File: src/rtl/core/zad_ram.sv
// generic single-write single-read ram with registered read data
module zad_ram #(
  parameter int unsigned WIDTH = 16,
  parameter int unsigned DEPTH = 64
) (
  input  logic                                   clk_i,
  input  logic                                   we_i,
  input  logic [(DEPTH > 1 ? $clog2(DEPTH) : 1)-1:0] waddr_i,
  input  logic [WIDTH-1:0]                       wdata_i,
  input  logic                                   re_i,
  input  logic [(DEPTH > 1 ? $clog2(DEPTH) : 1)-1:0] raddr_i,
  output logic [WIDTH-1:0]                       rdata_o
);

  logic [WIDTH-1:0] mem_q [DEPTH];
  logic [WIDTH-1:0] rdata_q;

  always_ff @(posedge clk_i) begin
    if (we_i) begin
      mem_q[waddr_i] <= wdata_i;
    end
    if (re_i) begin
      rdata_q <= mem_q[raddr_i];
    end
  end

  assign rdata_o = rdata_q;

endmodule

File: config.mk
export PLATFORM = sky130hd
export DESIGN_NAME = zad_ram
export DESIGN_NICKNAME = d
export VERILOG_FILES = /design/src/rtl/core/zad_ram.sv
export SDC_FILE = /design/constraint.sdc
export NUM_CORES = 1
export LEC_CHECK = 0
export BUFFER_PORTS_ARGS = -buffer_cell sky130_fd_sc_hd__buf_2
export CAP_MARGIN = 20
export CORE_MARGIN = 3
export CORE_UTILIZATION = 67
export CTS_BUF_LIST = sky130_fd_sc_hd__clkbuf_4 sky130_fd_sc_hd__clkbuf_8 sky130_fd_sc_hd__clkbuf_16
export DETAILED_ROUTE_END_ITERATION = 12
export GPL_TIMING_DRIVEN = 0
export PLACE_DENSITY = 0.84
export SYNTH_ARGS = -nofsm -noshare
export SYNTH_HDL_FRONTEND = slang
export SYNTH_SLANG_ARGS = --single-unit
File: constraint.sdc
create_clock -name clk_i -period 7.5 [get_ports clk_i]
set_clock_uncertainty 0.05 [all_clocks]
set_input_delay 1.5 -clock clk_i [delete_from_list [all_inputs] [get_ports clk_i]]
set_output_delay 1.5 -clock clk_i [all_outputs]
set_load 0.05 [all_outputs]
==> results.yml <==
status:
  status: "finished, final reports clean"
clock_tree:
  htreeDepth: 3
  clock-root-buffer: "clkbuf_16"
  clock-sinks: 1040
  cts_tree: "done"
  cts_max_path_buffers: 3
  ctsResizeCount: 0
  cts_hold_buf: 0
  clk_pin_slew_ns: 0.07
  cts-buffers-inserted: 97
  clock_latency_ns: 0.67
  cts_setup_buffers: 0
yosys:
  syn_area_mm2: 0.0402
  synth_area_leaders: "edfxtp_1, mux4_2, mux2i_1"
  yosys.area.top_type_share: 0.777
  yosysWarnings: 0
  netlist.top_cell.by_area: "edfxtp_1"
  synth_area_per_cell_um2: 22.0
  yosysMostFrequentCell: "edfxtp_1"
  synth_seq_cells: 1040
  synth.net_count: 1860
  synth_common_cells: "edfxtp_1, mux4_2, mux2i_1"
  ys_seq_area_frac: 0.777
  synth_cells: 1829
  synth_edf_count: 1040
  async_reset_ff_frac: 0
  yosys_most_used_dff: "edfxtp_1"
  synth.distinct_cells: 42
place:
  dp_hpwl_um: 63900
  place_congestion: 0.933
  io_buffers: 39
sta:
  slew_violations: 0
  post-route-min-period_ns: 4.07
  rsz0062_at_grt: "no"
  tightest_slew_ns: 1.11
  hold_viol_final: 0
  tns_ns: 0
  fin_crit_sh: 0.542
  max_freq_mhz: 246
  slew_headroom: 0.260
  finalSetupViolCount: 0
worst_hold_path:
  hold_depth: 4
  hold_class: "reg2reg"
  min-delay-start: "mem_q[37][12]$_DFFE_PP_"
  min_to: "rdata_o[12]$_DFFE_PP_"
power:
  finalPower_mw: 12.5
  p_per_area_mw_per_mm2: 273
  p_leak_nw: 14.6
  vdd_drop_max_uv: 227
floorplanning:
  dieArea_mm2: 0.0630
  placement_rows: 89
  dieHeight_um: 251
  start_util: 0.679
  coreArea_mm2: 0.0592
  die_x_um: 251
  io_pins: 47
finish:
  layout-drive-gt1-share: 0.304
  nets: 2043
  area_growth_pct: 13.6
routing:
  drt_pass1_iterations: 10
  viasPerCell: 7.41
  drtIter0Drc: 3649
  wl_um: 108000
  drc: 0
  ant_nets: 0
  via_count: 21300
  wl_per_cell_um: 37.6
setup_path:
  r2r-start: "mem_q[22][3]$_DFFE_PP_"
  worstPathRequired_ns: 7.78
  r2r_end: "rdata_o[3]$_DFFE_PP_"
  critPathKind: "in2reg"
  crit_arrival_ns: 4.35
  worstSetupEndpointType: "flip-flop"
  cp_max_fo: 10
  start_kind: "primary input"
  rr_worst_depth: 5
  r2r_slack_ns: 4.80
grt:
  grt_antenna_before_repair: 7
  gr-total-overflow: 0
  grt_first_pass_wirelength_um: 154000
  grt_pass1_vias: 21400
  grt_usage: 0.351
  grt_max_degree: 65
flow_run:
  maxCapViolCount: 0
## power breakdown
group	switching (mW)	internal [mW]	leakage [nW]
logic	0.482	0.237	3.52
clock network	2.19	3.09	1.69
registers	0.0137	6.44	9.37
total	2.68	9.77	14.6
## state kept, by name, indices dropped and copies added (netlist names)
signal   count
mem_q     1024
rdata_o     16
## logic make-up after synthesis
family	count (synthesis)	share of synthesized area
and+or+nand+nor	220	0.0264
buffers and inverters	104	0.0182
muxes	336	0.155
AOI/OAI and AO/OA	129	0.0240
DFF	1040	0.777
## worst max-delay path by stage
stage | cells past startpoint | start | end
floorplan | 4 | waddr_i[3] | mem_q[48][0]$_DFFE_PP_
global placement | 3 | waddr_i[4] | mem_q[49][10]$_DFFE_PP_
detailed placement | 8 | raddr_i[2] | rdata_o[1]$_DFFE_PP_
CTS | 8 | raddr_i[2] | rdata_o[1]$_DFFE_PP_
global route | 8 | raddr_i[2] | rdata_o[4]$_DFFE_PP_
finish | 8 | raddr_i[2] | rdata_o[15]$_DFFE_PP_
## critical path, cell delays in order
cell and delay [ns]:
buf_2 0.31, buf_2 0.40, buf_2 0.46, buf_2 0.39, mux2i_1 0.34, nand3_1 0.15
a31oi_1 0.53, a311oi_1 0.24
## cells in the final DEF (no fill, tap or decap), types with 27 or more instances in the layout
cell	n
a22oi_1	39
buf_2	75
clkbuf_16	99
edfxtp_1	1040
mux2_2	27
mux2i_1	85
mux4_2	220
nand2_1	59
nor2_2	58
nor2b_1	30
## final cells by class
| cell class | count | area [um2] |
|---|---|---|
| flip-flops and latches | 1040 | 31200 |
| multi-input cells | 685 | 8390 |
| plain buffers | 104 | 733 |
| clock inverters | 67 | 826 |
| repair buffers | 84 | 940 |
| well taps | 773 | 967 |
| clock buffers | 112 | 2570 |
| diodes | 4 | 10.0 |
| fillers | 2778 | 13600 |
## through the flow
| stage | util | setup slack [ns] | hold WS, ns | cells | instance area [um2] |
|---|---|---|---|---|---|
| 2_1_floorplan | - | 3.92 | 0.778 | 1829 | 40200 |
| 3_3_place_gp | 0.698 | 2.84 | 0.924 | 2641 | 41400 |
| 3_5_place_dp | 0.711 | 3.13 | 0.954 | 2680 | 42100 |
| 4_1_cts | 0.769 | 3.68 | 1.00 | 2859 | 45500 |
| 5_1_grt | 0.771 | 3.52 | 1.05 | 2865 | 45700 |
| 6_report | 0.771 | 3.43 | 1.03 | 2869 | 45700 |
## layer usage
layer	global-route usage	wire length (um)
met1	0.451	34500
met2	0.554	51100
met3	0.107	15000
met4	0.186	7140
met5	0	51
Power figures use the tool's default switching activity.
