## config.mk

```make
export PLATFORM = sky130hd
export DESIGN_NAME = zad_fifo
export DESIGN_NICKNAME = d
export VERILOG_FILES = /design/src/rtl/core/zad_fifo.sv
export SDC_FILE = /design/constraint.sdc
export NUM_CORES = 1
export LEC_CHECK = 0
export BUFFER_PORTS_ARGS = -buffer_cell sky130_fd_sc_hd__buf_4
export CAP_MARGIN = 10
export CORE_ASPECT_RATIO = 1.2
export CORE_MARGIN = 1.5
export CORE_UTILIZATION = 47
export CTS_CLUSTER_DIAMETER = 30
export DETAILED_ROUTE_END_ITERATION = 8
export PLACE_DENSITY = 0.75
export SLEW_MARGIN = 20
export SYNTH_ARGS = -nofsm -noshare
export SYNTH_HDL_FRONTEND = slang
export SYNTH_SLANG_ARGS = --single-unit
```

## constraint.sdc

```tcl
create_clock -name clk_i -period 2.6 [get_ports clk_i]
set_input_delay 0 -clock clk_i [delete_from_list [all_inputs] [get_ports clk_i]]
set_output_delay 0 -clock clk_i [all_outputs]
set_load 0.02 [all_outputs]
```

## src/rtl/core/zad_fifo.sv

```systemverilog
// short job queue between the sample loader and the compute engine
module zad_fifo #(
  parameter int unsigned WIDTH = 32,
  parameter int unsigned DEPTH = 2
) (
  input  logic             clk_i,
  input  logic             rst_ni,
  input  logic             push_i,
  input  logic [WIDTH-1:0] wdata_i,
  input  logic             pop_i,
  output logic [WIDTH-1:0] rdata_o,
  output logic             empty_o,
  output logic             full_o
);

  localparam int unsigned PW = (DEPTH > 1) ? $clog2(DEPTH) : 1;
  localparam int unsigned NW = $clog2(DEPTH + 1);

  logic [WIDTH-1:0] data_q [DEPTH];
  logic [PW-1:0]    wptr_q, wptr_d, rptr_q, rptr_d;
  logic [NW-1:0]    cnt_q, cnt_d;
  logic             do_push, do_pop;

  assign empty_o = (cnt_q == '0);
  assign full_o  = (cnt_q == NW'(DEPTH));
  assign do_push = push_i && !full_o;
  assign do_pop  = pop_i && !empty_o;
  assign rdata_o = data_q[rptr_q];

  always_comb begin
    wptr_d = wptr_q;
    rptr_d = rptr_q;
    cnt_d  = cnt_q;
    if (do_push) begin
      wptr_d = (wptr_q == PW'(DEPTH - 1)) ? '0 : wptr_q + PW'(1);
    end
    if (do_pop) begin
      rptr_d = (rptr_q == PW'(DEPTH - 1)) ? '0 : rptr_q + PW'(1);
    end
    if (do_push && !do_pop) begin
      cnt_d = cnt_q + NW'(1);
    end else if (do_pop && !do_push) begin
      cnt_d = cnt_q - NW'(1);
    end
  end

  always_ff @(posedge clk_i or negedge rst_ni) begin
    if (!rst_ni) begin
      wptr_q <= '0;
      rptr_q <= '0;
      cnt_q  <= '0;
    end else begin
      wptr_q <= wptr_d;
      rptr_q <= rptr_d;
      cnt_q  <= cnt_d;
    end
  end

  always_ff @(posedge clk_i) begin
    if (do_push) begin
      data_q[wptr_q] <= wdata_i;
    end
  end

endmodule

```

==> impl_results.md <==
* Grt ovf at 0
* Pre-antenna DRT Iters at 6
* GRT Total Usage at 16.4%
* Antenna Cells at 0
* Critical Path Start Type: flip-flop
* RePlAce Congestion at 0.671
* Min-delay worst type: input port to flip-flop
* Initial Util at 49.5%
* Crit path kind: flip-flop to output port
* Final net count at 270
* Sequence of cells on the critical path: buf_4, mux2_4, buf_4
* Maxcap violations at 0
* First-pass GRT wire length at 7220 µm
* Max VDD drop at 0.000779 V
* Layout cells sized above 1 at 51.3%
* Slew Viols, Final at 0
* Post-Syn Instances at 119
* Vias at 1465
* Hpwl dp at 3100 µm
* Final core utilization at 70.7%
* Slowest cell on crit path: dfrtp_2
* CTS Sinks at 68
* Min cycle time layout at 1.91 ns
* Port Buf Inserts at 69
* Data required, critical path at 2.60 ns
* Die width at 71.7 µm
* Commonest non-fill, non-tap cells in the layout: buf_4 (72), edfxtp_1 (64), dlygate4sd3_1 (34), mux2_4 (29), clkbuf_8 (9)
* Worst-Margin Slew at 0.485 ns
* CTS Buffer Depth at 2
* ANT nets after route at 0
* Post-route DRC violation count at 0
* Initial antenna violation count at 0
* R2r setup slk at 0.91 ns
* Commonest non-fill, non-tap cell in the layout: buf_4
* Critical Path AT at 1.91 ns
* DR iter-0 viols at 94
* Synth Cell Area at 0.00266 mm²
* Slew margin rel. at 67.6%
* CP Buf/Inv Count at 2
* Io pins at 70
* CP Capture Type: output port
* Die ar. at 0.00612 mm²
* TNS Setup at 0 ns
* H-Tree Depth at 3
* Root Driver: clkbuf_8
* Synth cell types at 15
* Slowest stage delay, CP at 0.66 ns
* Syn avg cell area at 22.3 µm²
* Cell area power density at 1100 mW/mm²
* Synth-to-layout area growth at 42.8%
* Register bit total from synthesis at 68
* Status: finished clean
* Final hold vios at 0
* Clk_lat worst skew at 0.34 ns
* Endpoints failing setup at 0
* Clk slew on worst S/H paths at 0.07 ns
* F_max at 0.523 GHz
* CTS Buf Count at 9
* Number of global-route vias before repair at 1549
* CP delay by family, top: flip-flops
* Crit path max fanout at 18
* Core area at 0.00537 mm²
* Synthesized Nets at 156
* Lkg Pwr at 0.00156 µW
* Synth warn at 0
* Cell Rows at 29
* Critical Path Most Common Cell: buf_4
* Period utilization at 73.5%
* Drt wl/cell at 15.6 µm
* Sequential share of the synthesized area at 76.0%
* CTS tree: yes
* Worst clock skew at 0.0115 ns
* Mean number of vias per cell at 4.88
* CTS resizes at 0
* RSZ-0062 raised after global routing: no
* Final WL at 4680 µm
* Largest net degree at the start of global routing at 19
* Die height at 85.4 µm
[cell type report]
class / count / area [µm²]
Timing Repair Buffer: 107 / 901
Clock buffer: 9 / 124
Sequential cell: 68 / 2020
Inverter: 2 / 7.51
Clock inverter: 7 / 98.8
Tap cell: 62 / 77.6
Fill cell: 355 / 1570
Multi-Input combinational cell: 45 / 566
[worst reg2reg max path, cell delays in order, from the launching register on]
cell and delay (ns):
dfrtp_1 0.43, nand2b_1 0.17, nand2_1 0.15, nor2_4 0.42
buf_12 0.23
[power breakdown]
| part | internal [µW] | switching, µW |
|---|---|---|
| sequential | 1500 | 149 |
| combinational | 813 | 755 |
| clock | 546 | 402 |
[cells by family after synthesis]
logic type               count (synthesis)  synth area share, %
adder cells (fa/ha/maj)                  1                0.471
multiplexers                            32                 17.6
AO/OA/AOI/OAI                            1                0.188
XOR/XNOR                                 5                 1.65
flip-flops                              68                 76.0
AND/OR/NAND/NOR                          6                 1.04
buffers and inverters                    6                 2.96
[cells in the mapped netlist, drive strengths merged]
cell / number / area [µm²]
xor2: 2 / 17.5
buf: 4 / 71.3
o21ai: 1 / 5.00
nand2b: 1 / 6.26
ha: 1 / 12.5
xnor2: 3 / 26.3
edfxtp: 64 / 1920
mux2: 32 / 469
nor2: 3 / 11.3
dfrtp: 4 / 100
nand2: 1 / 3.75
and3: 1 / 6.26
inv: 2 / 7.51
[flip-flops by register name, summed over array words and instances, names as in the netlist]
signal	flops
wptr_q	1
rptr_q	1
data_q	64
cnt_q	2
[metrics by stage]
| stage | power, µW | cells | area [µm²] | setup slack (ns) | hold WS (ns) |
|---|---|---|---|---|---|
| floorplan | 2740 | 119 | 2660 | 0.175 | -0.296 |
| global route | 4340 | 300 | 3800 | 0.601 | 0.0284 |
| detailed placement | 3220 | 250 | 3230 | 0.907 | -0.202 |
| finish | 4170 | 300 | 3800 | 0.688 | 0.0188 |
| CTS | 4210 | 300 | 3800 | 0.652 | 0.0149 |
| global placement | 3160 | 250 | 3230 | 1.02 | -0.204 |
[per-layer routing]
metal  wire, µm  track usage (%)
met4        138             10.3
met1       1760             17.1
met3        195             4.39
met2       2590             29.0
met5          0                0
[path summary, 6_finish.rpt]
path | start | end | depth (start not counted)
max in group asynchronous | rst_ni | rptr_q | 3
min in group asynchronous | rst_ni | rptr_q | 3
hold reg to reg | cnt_q[1] | cnt_q[1] | 1
setup reg to reg | cnt_q[0] | data_q[0][8] | 4
setup / recovery | rptr_q | rdata_o[3] | 3
hold / removal | pop_i | rptr_q | 3
[what timing repair did]
action,CTS,global route
hold buffers,34,0
buffers inserted,0,0
endpoints found under the hold margin,68,0
No activity file was read; power rests on OpenSTA's default activity.
