<file path="src/rtl/core/zad_front.sv">
// sample loader: stores samples, keeps count, sum and overflow, issues block jobs
module zad_front #(
  parameter int unsigned MAX_SAMPLES = 64,
  parameter int unsigned SAMPLE_BITS = 16
) (
  input  logic                                        clk_i,
  input  logic                                        rst_ni,
  input  logic                                        in_valid_i,
  output logic                                        in_ready_o,
  input  logic [SAMPLE_BITS-1:0]                      sample_i,
  input  logic                                        last_i,
  input  logic                                        hold_i,
  output logic                                        we_o,
  output logic [(MAX_SAMPLES > 1 ? $clog2(MAX_SAMPLES) : 1)-1:0] waddr_o,
  output logic [SAMPLE_BITS-1:0]                      wdata_o,
  output logic                                        push_o,
  output logic [$clog2(MAX_SAMPLES + 1)-1:0]          job_cnt_o,
  output logic [SAMPLE_BITS + $clog2(MAX_SAMPLES + 1)-1:0] job_sum_o,
  output logic                                        job_ovf_o
);

  localparam int unsigned AW   = (MAX_SAMPLES > 1) ? $clog2(MAX_SAMPLES) : 1;
  localparam int unsigned CW   = $clog2(MAX_SAMPLES + 1);
  localparam int unsigned SUMW = SAMPLE_BITS + CW;

  logic [CW-1:0]   cnt_q, cnt_d, cnt_n;
  logic [SUMW-1:0] sum_q, sum_d, sum_n;
  logic            ovf_q, ovf_d, ovf_n;
  logic            accept, room;
  logic [SUMW-1:0] sample_ext;

  assign in_ready_o = !hold_i;
  assign accept     = in_valid_i && in_ready_o;
  assign room       = (cnt_q < CW'(MAX_SAMPLES));
  assign sample_ext = {{(SUMW - SAMPLE_BITS){sample_i[SAMPLE_BITS-1]}}, sample_i};

  assign cnt_n = room ? cnt_q + CW'(1) : cnt_q;
  assign sum_n = room ? sum_q + sample_ext : sum_q;
  assign ovf_n = ovf_q || !room;

  assign we_o    = accept && room;
  assign waddr_o = cnt_q[AW-1:0];
  assign wdata_o = sample_i;

  assign push_o    = accept && last_i;
  assign job_cnt_o = cnt_n;
  assign job_sum_o = sum_n;
  assign job_ovf_o = ovf_n;

  always_comb begin
    cnt_d = cnt_q;
    sum_d = sum_q;
    ovf_d = ovf_q;
    if (accept) begin
      if (last_i) begin
        cnt_d = '0;
        sum_d = '0;
        ovf_d = 1'b0;
      end else begin
        cnt_d = cnt_n;
        sum_d = sum_n;
        ovf_d = ovf_n;
      end
    end
  end

  always_ff @(posedge clk_i or negedge rst_ni) begin
    if (!rst_ni) begin
      cnt_q <= '0;
      sum_q <= '0;
      ovf_q <= 1'b0;
    end else begin
      cnt_q <= cnt_d;
      sum_q <= sum_d;
      ovf_q <= ovf_d;
    end
  end

endmodule

</file>
<file path="config.mk">
export PLATFORM = sky130hd
export DESIGN_NAME = zad_front
export DESIGN_NICKNAME = d
export VERILOG_FILES = /design/src/rtl/core/zad_front.sv
export SDC_FILE = /design/constraint.sdc
export NUM_CORES = 1
export LEC_CHECK = 0
export ABC_AREA = 1
export BUFFER_PORTS_ARGS = -buffer_cell sky130_fd_sc_hd__buf_2
export CAP_MARGIN = 25
export CORE_UTILIZATION = 60
export DETAILED_ROUTE_END_ITERATION = 8
export PLACE_DENSITY_LB_ADDON = 0.3
export SKIP_CTS_REPAIR_TIMING = 1
export SLEW_MARGIN = 5
export SYNTH_ARGS = -nofsm -noshare
export SYNTH_HDL_FRONTEND = slang
export SYNTH_SLANG_ARGS = --single-unit
</file>
<file path="constraint.sdc">
create_clock -name clk_i -period 8.4 [get_ports clk_i]
set_input_delay 2.52 -clock clk_i [delete_from_list [all_inputs] [get_ports clk_i]]
set_output_delay 2.52 -clock clk_i [all_outputs]
set_load 0.005 [all_outputs]
</file>
==> run summary <==
Vias in the first global route - 3392
Reg area - 775.7 µm²
Clk pin slew, worst setup/hold paths - 0.07 ns
Setup ws final - 1.569 ns
DIE AREA - 5954 µm²
CTS Sinks - 31
Compound-Gate Fraction of Synth Area - 7.641%
Layout cell share with drive strength beyond 1 - 16.45%
Drt total wl - 8.775 mm
Unrepaired setup endpoints after global routing - no
First-pass GRT wire length - 14.83 mm
Worst hold slack - 0.5143 ns
GRT Total Usage - 30.98%
Crit path required time - 5.88 ns
Crit path max-delay cell type - fa_1
Initial core utilization - 61.93%
Post-detailed-route wirelength per cell - 12.68 µm
Status - finished clean
Fin crit period - 6.831 ns
Worst skew pair latency - 0.30 ns
Leakage Power - 0.002373 µW
Main combinational cell family by area after synthesis - simple AND/OR/NAND/NOR gates
Setup_tns - 0 ns
Clk buf depth - 2
Slew HR - 51.55%
Share of the yosys chip area belonging to registers - 22.89%
DR pass1 iterations - 5
Largest net degree at the start of global routing - 45
Synth warnings - 0
M3 GR Usage - 4.405%
Fill count - 518
Die width - 77.16 µm
Fmax - 146.4 MHz
Multi-input gate area - 2054 µm²
Post-synthesis net count - 612
Adder-Cell Fraction of Synth Area - 9.081%
Hold Vio Cnt, Final - 0
Synthesis-stage register bit count - 31
Max Clock Skew - 0.009005 ns
CTS Root Cell - clkbuf_8
DRC - 0
Most used DFF post-synth - dfrtp_1
FF-to-FF Start - cnt_q[6]$_DFFE_PN0P_
I/O pins - 77
Post-DP HPWL - 6.629 mm
ANT nets after route - 0
Crit-path cells - buf_2 > ha_1 > fa_1 > nand2_1 > nand2_1 > and2_2 > nand3b_1 > nand3_1 > nand2_1 > nand3_1 > and2_1 > buf_2
Worst EP arrival - 4.31 ns
Total CTS buffers - 5
Drt first-iter violations - 181
Via density - 5.214
GPL Wtd Cong - 0.8844
Initial antenna violation count - 0
I/O Buffers - 76
Met1 global-route usage - 38.63%
Worst Setup Start Kind - primary input
Mux cell area share after synthesis - 0%
Worst Tran Pin Value - 0.7267 ns
Max-slew violation count - 0
Maxcap violations - 0
CTS tree - yes
Post-synth ARST share - 100.0%
Setup violations, final - 0
Worst IR drop on VDD - 0.0001152 V
Setup crit end kind - primary output
Syn_area_per_cell - 5.978 µm²
Die height - 77.16 µm
Via count - 3608
Power per Cell Area - 233.1 nW/µm²
Crit path largest cell delay - 0.41 ns
Tcrit/Tclk final - 81.33%
Core area - 5473 µm²
Layout area overhead - 11.30%
HP Class - flop to flop
Final nets - 664
Post-synth cell types - 32
Mapped cell area - 3390 µm²
Rows - 27
Overflow after GRT - 0
Pre-CTS setup slack - 1.594 ns
Critical path class - primary input to primary output
Post-Layout Cell Count - 692
Crit-path max FO - 4
Dpl cells - 684
# H-tree levels - 2
Synthesized instance count - 567
Antenna fix cells - 0
Top cell by count, worst path - nand2_1
GR peak layer - met2
Min-delay src - sum_q[19]$_DFFE_PN0P_
Met2 usage - 54.25%
Synth Area in Simple Gates - 42.08%
Critical path launch point - sample_i[0]
Post-synth EDFFs - 0
Post-synthesis xor/xnor area fraction - 1.809%
==> layer usage <==
metal,vias to the layer above,wire length (µm)
met5,-,0
met4,0,128
met3,15,476
met2,124,4220
met1,1625,3950
li1,1844,-
==> final cells by class <==
class	instances	share of cell area [%]
Clock buffer	7	2.554
Inverter	92	9.154
Sequential cell	31	20.56
Tap cell	72	2.388
Timing Repair Buffer	78	10.68
Clock inverter	1	0.1990
Multi-Input combinational cell	411	54.46
==> cells in the mapped netlist (3+ instances only) <==
| cell | instances | area (µm²) |
|---|---|---|
| o21ai_0 | 15 | 75.07 |
| clkbuf_1 | 5 | 18.77 |
| dfrtp_1 | 31 | 775.7 |
| nand2_2 | 3 | 18.77 |
| nand3b_1 | 6 | 45.04 |
| xnor2_1 | 3 | 26.28 |
| nor2_1 | 32 | 120.1 |
| and2_1 | 6 | 37.54 |
| a31oi_1 | 4 | 25.02 |
| inv_1 | 91 | 341.6 |
| or2_2 | 6 | 37.54 |
| xor2_1 | 4 | 35.03 |
| nand4_1 | 6 | 37.54 |
| buf_4 | 22 | 165.2 |
| ha_1 | 23 | 287.8 |
| buf_2 | 6 | 30.03 |
| a21oi_1 | 14 | 70.07 |
| a22o_1 | 7 | 61.31 |
| nand2_1 | 222 | 833.3 |
| nand3_1 | 46 | 230.2 |
==> path summary, 6_finish.rpt <==
| path | endpoint | slack, ns | depth (start not counted) |
|---|---|---|---|
| worst max-delay path | job_sum_o[20] | 1.57 | 12 |
| min in group asynchronous | sum_q[5]$_DFFE_PN0P_ | 2.27 | 1 |
| worst min register to register | sum_q[19]$_DFFE_PN0P_ | 0.51 | 2 |
| worst max register to register | cnt_q[5]$_DFFE_PN0P_ | 6.26 | 5 |
| worst min-delay path | sum_q[19]$_DFFE_PN0P_ | 0.51 | 2 |
| max in group asynchronous | sum_q[14]$_DFFE_PN0P_ | 5.66 | 1 |
==> registers in the layout, indices dropped and copies added (netlist names) <==
name,count
ovf_q,1
cnt_q,7
sum_q,23
==> worst max-delay path: cells and delay by family <==
kind	cells	cell delay (ns)
adder cells (fa/ha/maj)	2	0.62
AND/OR/NAND/NOR	8	0.93
buffers and inverters	2	0.22
==> per-stage QoR <==
stage	power, µW	area (µm²)	utilization (%)
2_1_floorplan	578.0	3390	-
3_3_place_gp	711.5	3654	66.76
4_1_cts	875.8	3772	68.93
3_5_place_dp	730.7	3669	67.03
5_1_grt	963.4	3772	68.93
6_report	879.4	3772	68.93
==> logic make-up (layout without fill, tap and decap cells) <==
group	after synthesis	after routing
AND/OR/NAND/NOR	336	336
buffers and inverters	125	178
AO/OA/AOI/OAI	44	44
flip-flops	31	31
adder cells (fa/ha/maj)	24	24
XOR/XNOR	7	7
==> report_power, final <==
| part | switching (µW) | total, µW | internal (µW) | leakage (µW) |
|---|---|---|---|---|
| Clock | 66.3 | 141 | 74.7 | 0.0000505 |
| Sequential | 31.5 | 213 | 182 | 0.000411 |
| Combinational | 315 | 525 | 210 | 0.00191 |
| Total | 413 | 879 | 467 | 0.00237 |
==> placed cells by master (no fill, tap or decap), types with 14 or more instances in the layout <==
cell type	instances
a21oi_1	14
nor2_1	32
inv_1	91
dfrtp_1	31
o21ai_0	15
buf_2	76
ha_1	23
nand2_1	222
nand3_1	46
Power figures use the tool's default switching activity.
